<file path="src/sv/pnaht_ram.sv">
// ----------------------------------------------------------------------------
// pnaht_ram
// Generic simple dual-port RAM, one write and one registered read port.
// ----------------------------------------------------------------------------
module pnaht_ram #(
    parameter int WIDTH = 8,
    parameter int DEPTH = 16,
    localparam int AW = (DEPTH > 1) ? $clog2(DEPTH) : 1
) (
    input  logic             i_clk,
    input  logic             i_we,
    input  logic [AW-1:0]    i_waddr,
    input  logic [WIDTH-1:0] i_wdata,
    input  logic [AW-1:0]    i_raddr,
    output logic [WIDTH-1:0] o_rdata
);

    logic [WIDTH-1:0] r_mem [DEPTH];
    logic [WIDTH-1:0] r_rdata;

    always_ff @(posedge i_clk) begin
        if (i_we) begin
            r_mem[i_waddr] <= i_wdata;
        end
        r_rdata <= r_mem[i_raddr];
    end

    assign o_rdata = r_rdata;

endmodule

</file>
<file path="config.mk">
export PLATFORM = sky130hd
export DESIGN_NAME = pnaht_ram
export DESIGN_NICKNAME = d
export VERILOG_FILES = /design/src/sv/pnaht_ram.sv
export SDC_FILE = /design/constraint.sdc
export NUM_CORES = 1
export LEC_CHECK = 0
export ABC_AREA = 1
export BUFFER_PORTS_ARGS = -buffer_cell sky130_fd_sc_hd__buf_4
export CORE_MARGIN = 5
export CORE_UTILIZATION = 40
export DETAILED_ROUTE_END_ITERATION = 8
export GPL_TIMING_DRIVEN = 0
export PLACE_DENSITY_LB_ADDON = 0.3
export REMOVE_ABC_BUFFERS = 1
export SYNTH_ARGS = -nofsm -noshare
export SYNTH_HDL_FRONTEND = slang
export SYNTH_SLANG_ARGS = --single-unit
</file>
<file path="constraint.sdc">
create_clock -name i_clk -period 1.3 [get_ports i_clk]
set_clock_uncertainty 0.05 [all_clocks]
set_input_delay 0.195 -clock i_clk [delete_from_list [all_inputs] [get_ports i_clk]]
set_output_delay 0.195 -clock i_clk [all_outputs]
set_load 0.005 [all_outputs]
</file>
==> results of run 1 <==
worst paths after layout:
path                start           end  slack (ns)
min reg2reg  r_mem[12][5]    o_rdata[5]        0.61
max            i_waddr[1]  r_mem[13][7]        0.02
max reg2reg   r_mem[1][0]    o_rdata[0]        0.17
min            i_wdata[1]  r_mem[13][1]        0.07
cell type report:
class | count | share of cell area (%)
Sequential cell | 136 | 60.37
Timing Repair Buffer | 25 | 2.943
Inverter | 102 | 5.923
Clock inverter | 11 | 2.339
Multi-Input combinational cell | 289 | 18.45
Tap cell | 180 | 3.396
Clock buffer | 20 | 6.584
sequential cells by signal (all words and copies together) (netlist names):
| register | cells |
|---|---|
| o_rdata | 8 |
| r_mem | 128 |
timing repair:
| item | CTS | global route |
|---|---|---|
| setup buffers | 0 | 0 |
| resized for setup | 5 | 7 |
| endpoints found under the setup margin | 16 | 40 |
cells by family (layout without fill, tap and decap cells):
logic type / Yosys count / count (layout) / synth area share, %
AND/OR/NAND/NOR: 289 / 289 / 21.05
flip-flops: 136 / 136 / 69.43
buffers and inverters: 126 / 158 / 9.525
power groups by stage:
stage               Sequential [mW]  Combinational, mW  Clock, mW
floorplan                      5.02              0.265          0
global placement               5.01              0.578          0
detailed placement             5.02              0.592          0
CTS                            4.93              0.597       4.91
global route                   4.94              0.663       5.14
finish                         4.93              0.600       4.84
routing by layer:
layer / up-vias / global-route usage (%)
met1: 1786 / 20.14
met3: 27 / 2.743
met2: 106 / 26.28
met4: 0 / 7.824
met5: - / 0
li1: 1815 / -
cells in the mapped netlist:
| master | n | area, um2 |
|---|---|---|
| sky130_fd_sc_hd__nand2_1 | 173 | 649.4 |
| sky130_fd_sc_hd__edfxtp_1 | 128 | 3844 |
| sky130_fd_sc_hd__inv_1 | 100 | 375.4 |
| sky130_fd_sc_hd__nand3_1 | 97 | 485.5 |
| sky130_fd_sc_hd__nor2_1 | 17 | 63.81 |
| sky130_fd_sc_hd__buf_2 | 13 | 65.06 |
| sky130_fd_sc_hd__dfxtp_1 | 8 | 160.2 |
| sky130_fd_sc_hd__buf_6 | 6 | 67.56 |
| sky130_fd_sc_hd__buf_4 | 4 | 30.03 |
| sky130_fd_sc_hd__inv_2 | 2 | 7.510 |
| sky130_fd_sc_hd__nand3b_1 | 2 | 15.01 |
| sky130_fd_sc_hd__buf_1 | 1 | 3.750 |
==> run_summary.xml, run 1 <==
<?xml version="1.0" encoding="UTF-8"?>
<metrics>
  <group name="run_status">
    <metric name="outcome" unit="">finished clean</metric>
  </group>
  <group name="detailed_routing">
    <metric name="met1Wirelength" unit="um">5437</metric>
    <metric name="wl_per_cell" unit="um">16.66</metric>
    <metric name="ant_nets" unit="">0</metric>
    <metric name="met2_wirelength" unit="um">6356</metric>
    <metric name="remaining_drc_errors" unit="">0</metric>
    <metric name="highest-signal-layer" unit="">met4</metric>
    <metric name="via_count" unit="">3734</metric>
    <metric name="first_pass_iters" unit="">5</metric>
    <metric name="met3_wirelength" unit="um">583</metric>
    <metric name="avgViaCountPerCell" unit="">4.894</metric>
    <metric name="routed_wirelength" unit="um">12710</metric>
    <metric name="detail_route.iter0.violations" unit="">381</metric>
  </group>
  <group name="final_layout">
    <metric name="layout-drive-gt1-share" unit="%">9.777</metric>
    <metric name="antennaDiodeCount" unit="">0</metric>
    <metric name="finish.utilization" unit="%">47.42</metric>
    <metric name="layout.cells.most_common" unit="">sky130_fd_sc_hd__nand2_1</metric>
    <metric name="multi_input_area" unit="mm2">0.001224</metric>
    <metric name="layout.filler_cells" unit="">1292</metric>
    <metric name="layout.nets" unit="">589</metric>
    <metric name="regArea" unit="mm2">0.004004</metric>
    <metric name="design_area" unit="mm2">0.006633</metric>
    <metric name="area.growth.synth_to_final" unit="%">15.01</metric>
    <metric name="layout_common_cells" unit="">sky130_fd_sc_hd__nand2_1, sky130_fd_sc_hd__edfxtp_1, sky130_fd_sc_hd__inv_1</metric>
    <metric name="finalNonFillerCells" unit="">763</metric>
  </group>
  <group name="die">
    <metric name="die_h" unit="um">130.1</metric>
    <metric name="fp.coreArea" unit="mm2">0.01399</metric>
    <metric name="num_io_pins" unit="">26</metric>
    <metric name="fp-row-count" unit="">43</metric>
    <metric name="dieArea" unit="mm2">0.01692</metric>
    <metric name="die_outline_width" unit="um">130.1</metric>
    <metric name="initial_utilization" unit="%">41.23</metric>
  </group>
  <group name="sta">
    <metric name="layout_worst_path_cycle_share" unit="%">98.58</metric>
    <metric name="fin_hold_ws" unit="ns">0.06763</metric>
    <metric name="hold_violations" unit="">0</metric>
    <metric name="post_route_setup_slack" unit="ns">0.01843</metric>
    <metric name="slew_headroom" unit="%">40.40</metric>
    <metric name="maxClockFrequency" unit="MHz">780.3</metric>
    <metric name="grt_setup_unrepaired" unit="">true</metric>
    <metric name="period_needed" unit="ns">1.282</metric>
    <metric name="setup_total_negative_slack" unit="ns">0</metric>
    <metric name="tightestPinTransition" unit="ns">0.8907</metric>
    <metric name="slew_violations" unit="">0</metric>
    <metric name="timing.final.setup_violations" unit="">0</metric>
  </group>
  <group name="synthesis">
    <metric name="mappedNetlistArea" unit="mm2">0.005767</metric>
    <metric name="yosys_warnings" unit="">0</metric>
    <metric name="synthDistinctLibCells" unit="">12</metric>
    <metric name="synth.ff_latch_count" unit="">136</metric>
    <metric name="synth_seq_area_share" unit="%">69.43</metric>
    <metric name="post_synth.cell_area_avg" unit="um2">10.47</metric>
    <metric name="syn_inst" unit="">551</metric>
  </group>
  <group name="global_routing">
    <metric name="grt_pass1_wl" unit="um">19580</metric>
    <metric name="grt_max_degree" unit="">66</metric>
    <metric name="grt_pass1_vias" unit="">3682</metric>
    <metric name="antenna_found_initial" unit="">0</metric>
    <metric name="grt_usage" unit="%">15.86</metric>
    <metric name="grt.overflow.total" unit="">0</metric>
  </group>
  <group name="critical_path">
    <metric name="reg2reg_depth" unit="">6</metric>
    <metric name="cp_slowest_stage_delay" unit="ns">0.73</metric>
    <metric name="end_kind" unit="">register</metric>
    <metric name="critical_path.slowest_cell" unit="">sky130_fd_sc_hd__nor2_1</metric>
    <metric name="critical_path.max_fanout" unit="">8</metric>
    <metric name="critical_path.cell_chain" unit="">buf_4, inv_1, nand2_1, nor2_1</metric>
    <metric name="timing.critical_path.from_type" unit="">primary input</metric>
    <metric name="critical_path.n_buffers_inverters" unit="">2</metric>
    <metric name="cp_top_family" unit="">simple AND/OR/NAND/NOR gates</metric>
    <metric name="worstSetupPathType" unit="">primary input to register</metric>
    <metric name="data_required_time_at_the_worst_endpoint" unit="ns">1.28</metric>
    <metric name="worstPathArrival" unit="ns">1.26</metric>
    <metric name="critical_path_depth" unit="">4</metric>
  </group>
  <group name="hold_path">
    <metric name="hold_depth" unit="">1</metric>
    <metric name="timing.hold.worst.class" unit="">primary input to register</metric>
  </group>
  <group name="power">
    <metric name="total_leakage_power" unit="nW">2.828</metric>
    <metric name="power.share.switching" unit="%">20.43</metric>
    <metric name="ir_worst_vdd" unit="mV">0.9363</metric>
    <metric name="seq_power_share" unit="%">47.5</metric>
    <metric name="power.internal" unit="mW">8.255</metric>
    <metric name="clock_power_share" unit="%">46.7</metric>
    <metric name="power.net_switching" unit="mW">2.120</metric>
    <metric name="total_power" unit="mW">10.37</metric>
    <metric name="pwr-share-comb" unit="%">5.8</metric>
    <metric name="power-per-cell-area" unit="mW/mm2">1564</metric>
  </group>
  <group name="clock_network">
    <metric name="numClockSinks" unit="">136</metric>
    <metric name="cts.clk_slew.worst_paths" unit="ns">0.05</metric>
    <metric name="cts_max_level" unit="">4</metric>
    <metric name="worstSkewPairLatency" unit="ns">0.41</metric>
    <metric name="cts_tree" unit="">done</metric>
    <metric name="cts_root_buf" unit="">sky130_fd_sc_hd__clkbuf_16</metric>
    <metric name="number_of_buffers_added_by_the_clock_tree_synthesis_step" unit="">17</metric>
    <metric name="post_cts_hold_buffer_count" unit="">0</metric>
    <metric name="clock_tree.buffer_depth" unit="">2</metric>
  </group>
  <group name="placed_design">
    <metric name="replace_congestion" unit="">0.7697</metric>
    <metric name="dpl_hpwl" unit="um">7251</metric>
    <metric name="place_ws" unit="ns">-0.9836</metric>
    <metric name="dpl.cell_count" unit="">732</metric>
    <metric name="placement.io_buffers" unit="">25</metric>
    <metric name="place_area" unit="mm2">0.006013</metric>
  </group>
  <group name="flow_run">
    <metric name="maxCapViolations" unit="">0</metric>
  </group>
</metrics>
No activity file was read; power rests on OpenSTA's default activity.
==> inputs of run 2 (changes only) <==
--- a/config.mk
+++ b/config.mk
@@ -7,6 +7,7 @@
 export LEC_CHECK = 0
 export ABC_AREA = 1
 export BUFFER_PORTS_ARGS = -buffer_cell sky130_fd_sc_hd__buf_4
+export CORE_ASPECT_RATIO = 1.2
 export CORE_MARGIN = 5
 export CORE_UTILIZATION = 40
 export DETAILED_ROUTE_END_ITERATION = 8
==> run_summary.xml, run 2 (same netlist as run 1, synthesis figures left out) <==
<?xml version="1.0" encoding="UTF-8"?>
<metrics>
  <group name="die">
    <metric name="fp.coreArea" unit="mm2">0.01429</metric>
    <metric name="die_outline_width" unit="um">119.6</metric>
    <metric name="die_h" unit="um">141.5</metric>
    <metric name="fp-row-count" unit="">48</metric>
    <metric name="num_io_pins" unit="">26</metric>
    <metric name="dieArea" unit="mm2">0.01693</metric>
    <metric name="initial_utilization" unit="%">40.34</metric>
  </group>
  <group name="critical_path">
    <metric name="data_required_time_at_the_worst_endpoint" unit="ns">1.28</metric>
    <metric name="critical_path.reg2reg.endpoint" unit="">o_rdata[5]</metric>
    <metric name="cp-startpoint" unit="">i_waddr[2]</metric>
    <metric name="ff2ff_setup_slack" unit="ns">0.16</metric>
    <metric name="worstSetupEndpoint" unit="">r_mem[8][4]</metric>
    <metric name="timing.critical_path.from_type" unit="">primary input</metric>
    <metric name="worstPathArrival" unit="ns">1.28</metric>
    <metric name="end_kind" unit="">register</metric>
    <metric name="critical_path.max_fanout" unit="">8</metric>
    <metric name="reg2reg_depth" unit="">6</metric>
    <metric name="worstSetupPathType" unit="">primary input to register</metric>
    <metric name="crit-reg2reg-launch" unit="">r_mem[1][5]</metric>
  </group>
  <group name="hold_path">
    <metric name="timing.hold.worst.class" unit="">primary input to register</metric>
  </group>
  <group name="power">
    <metric name="power.share.switching" unit="%">20.39</metric>
    <metric name="pwr-share-comb" unit="%">5.6</metric>
    <metric name="total_leakage_power" unit="nW">2.842</metric>
    <metric name="power.internal" unit="mW">8.391</metric>
    <metric name="total_power" unit="mW">10.54</metric>
    <metric name="seq_power_share" unit="%">46.7</metric>
    <metric name="power-per-cell-area" unit="mW/mm2">1582</metric>
    <metric name="power.net_switching" unit="mW">2.150</metric>
    <metric name="clock_power_share" unit="%">47.7</metric>
    <metric name="ir_worst_vdd" unit="mV">0.7914</metric>
  </group>
  <group name="final_layout">
    <metric name="antennaDiodeCount" unit="">0</metric>
    <metric name="finish.utilization" unit="%">46.60</metric>
    <metric name="layout.nets" unit="">589</metric>
    <metric name="area.growth.synth_to_final" unit="%">15.51</metric>
    <metric name="layout_common_cells" unit="">sky130_fd_sc_hd__nand2_1, sky130_fd_sc_hd__edfxtp_1, sky130_fd_sc_hd__inv_1</metric>
    <metric name="largest_reg_flops" unit="">128</metric>
    <metric name="max_flop_register" unit="">r_mem</metric>
    <metric name="layout-drive-gt1-share" unit="%">10.27</metric>
    <metric name="finalNonFillerCells" unit="">759</metric>
    <metric name="design_area" unit="mm2">0.006661</metric>
    <metric name="layout.cells.most_common" unit="">sky130_fd_sc_hd__nand2_1</metric>
  </group>
  <group name="sta">
    <metric name="hold_violations" unit="">0</metric>
    <metric name="layout_worst_path_cycle_share" unit="%">99.76</metric>
    <metric name="fin_hold_ws" unit="ns">0.05697</metric>
    <metric name="maxClockFrequency" unit="MHz">771.1</metric>
    <metric name="period_needed" unit="ns">1.297</metric>
    <metric name="setup_total_negative_slack" unit="ns">0</metric>
    <metric name="grt_setup_unrepaired" unit="">true</metric>
    <metric name="tightestPinTransition" unit="ns">0.7950</metric>
    <metric name="timing.final.setup_violations" unit="">0</metric>
    <metric name="post_route_setup_slack" unit="ns">0.003155</metric>
    <metric name="slew_violations" unit="">0</metric>
    <metric name="slew_headroom" unit="%">46.80</metric>
  </group>
  <group name="global_routing">
    <metric name="grt_pass1_vias" unit="">3553</metric>
    <metric name="grt_use_met1" unit="%">19.98</metric>
    <metric name="grt_pass1_wl" unit="um">19310</metric>
    <metric name="grt_util_met3" unit="%">3.190</metric>
    <metric name="gr-max-usage-layer" unit="">met2</metric>
    <metric name="grt_max_degree" unit="">66</metric>
    <metric name="antenna_found_initial" unit="">0</metric>
    <metric name="grt.overflow.total" unit="">0</metric>
    <metric name="grt_usage" unit="%">15.17</metric>
    <metric name="use_met2" unit="%">24.82</metric>
  </group>
  <group name="clock_network">
    <metric name="cts_tree" unit="">done</metric>
    <metric name="numClockSinks" unit="">136</metric>
    <metric name="postCtsSetupBuffers" unit="">0</metric>
    <metric name="post_cts_hold_buffer_count" unit="">0</metric>
    <metric name="cts_root_buf" unit="">sky130_fd_sc_hd__clkbuf_16</metric>
    <metric name="clock_tree.buffer_depth" unit="">2</metric>
    <metric name="worstSkewPairLatency" unit="ns">0.41</metric>
    <metric name="cts_max_level" unit="">4</metric>
    <metric name="cts.clk_slew.worst_paths" unit="ns">0.05</metric>
    <metric name="number_of_buffers_added_by_the_clock_tree_synthesis_step" unit="">17</metric>
  </group>
  <group name="detailed_routing">
    <metric name="remaining_drc_errors" unit="">0</metric>
    <metric name="avgViaCountPerCell" unit="">4.801</metric>
    <metric name="routed_wirelength" unit="um">11970</metric>
    <metric name="detail_route.iter0.violations" unit="">299</metric>
    <metric name="first_pass_iters" unit="">4</metric>
    <metric name="ant_nets" unit="">0</metric>
    <metric name="via_count" unit="">3644</metric>
    <metric name="wl_per_cell" unit="um">15.77</metric>
  </group>
  <group name="placed_design">
    <metric name="dpl_hpwl" unit="um">7186</metric>
    <metric name="placement.io_buffers" unit="">25</metric>
    <metric name="place_area" unit="mm2">0.006007</metric>
    <metric name="dpl.cell_count" unit="">727</metric>
    <metric name="place_ws" unit="ns">-0.9808</metric>
    <metric name="replace_congestion" unit="">0.7879</metric>
  </group>
  <group name="flow_run">
    <metric name="maxCapViolations" unit="">0</metric>
  </group>
  <group name="run_status">
    <metric name="outcome" unit="">finished clean</metric>
  </group>
</metrics>
-- run 2: cell types whose count changed in the layout (fill, tap and decap cells not counted) --
cell / previous run / this run
sky130_fd_sc_hd__clkbuf_1: 3 / 1
sky130_fd_sc_hd__clkbuf_8: 0 / 2
sky130_fd_sc_hd__clkinv_1: 2 / 0
sky130_fd_sc_hd__clkinv_2: 4 / 3
sky130_fd_sc_hd__clkinv_4: 0 / 2
sky130_fd_sc_hd__clkinvlp_4: 1 / 3
sky130_fd_sc_hd__nor2_1: 13 / 15
sky130_fd_sc_hd__nor2_2: 4 / 2
-- run 2: power groups by stage --
stage | registers (mW) | clock network, mW | logic [mW]
after floorplan | 5.02 | 0 | 0.265
after global placement | 5.02 | 0 | 0.579
after detailed placement | 5.02 | 0 | 0.593
after CTS | 4.93 | 5.08 | 0.598
after global routing | 4.94 | 5.30 | 0.665
final | 4.93 | 5.02 | 0.590
-- run 2: layer usage --
layer	wire length [um]	share of wire (%)
met1	5194	43
met2	5808	49
met3	710	5.9
met4	259	2.2
met5	0	0
-- run 2: worst min-delay path by stage --
stage | slack (ns) | cells after the start | end | start
2_1_floorplan | 0.24 | 0 | r_mem[0][0] | i_wdata[0]
3_3_place_gp | 0.45 | 3 | o_rdata[5] | i_raddr[3]
3_5_place_dp | 0.46 | 3 | o_rdata[7] | i_raddr[3]
4_1_cts | 0.04 | 3 | o_rdata[7] | i_raddr[3]
5_1_grt | 0.05 | 3 | o_rdata[7] | i_raddr[3]
6_report | 0.06 | 3 | o_rdata[7] | i_raddr[3]
-- run 2: layout make-up --
type | instances | area (um2)
Clock inverter | 12 | 175.2
Sequential cell | 136 | 4004
Tap cell | 175 | 219.0
Clock buffer | 20 | 456.7
Timing Repair Buffer | 25 | 195.2
Inverter | 102 | 392.9
Multi-Input combinational cell | 289 | 1219
Fill cell | 1294 | 7632
-- run 2: critical path, cell delays in order --
cell and delay [ns]:
sky130_fd_sc_hd__buf_4 0.12, sky130_fd_sc_hd__nand3b_1 0.29, sky130_fd_sc_hd__nor2_1 0.67
-- run 2: what timing repair did --
| item | 4_1_cts | 5_1_grt |
|---|---|---|
| hold endpoints to repair | 0 | 0 |
| gates resized for setup | 5 | 3 |
| endpoints found under the setup margin | 8 | 21 |
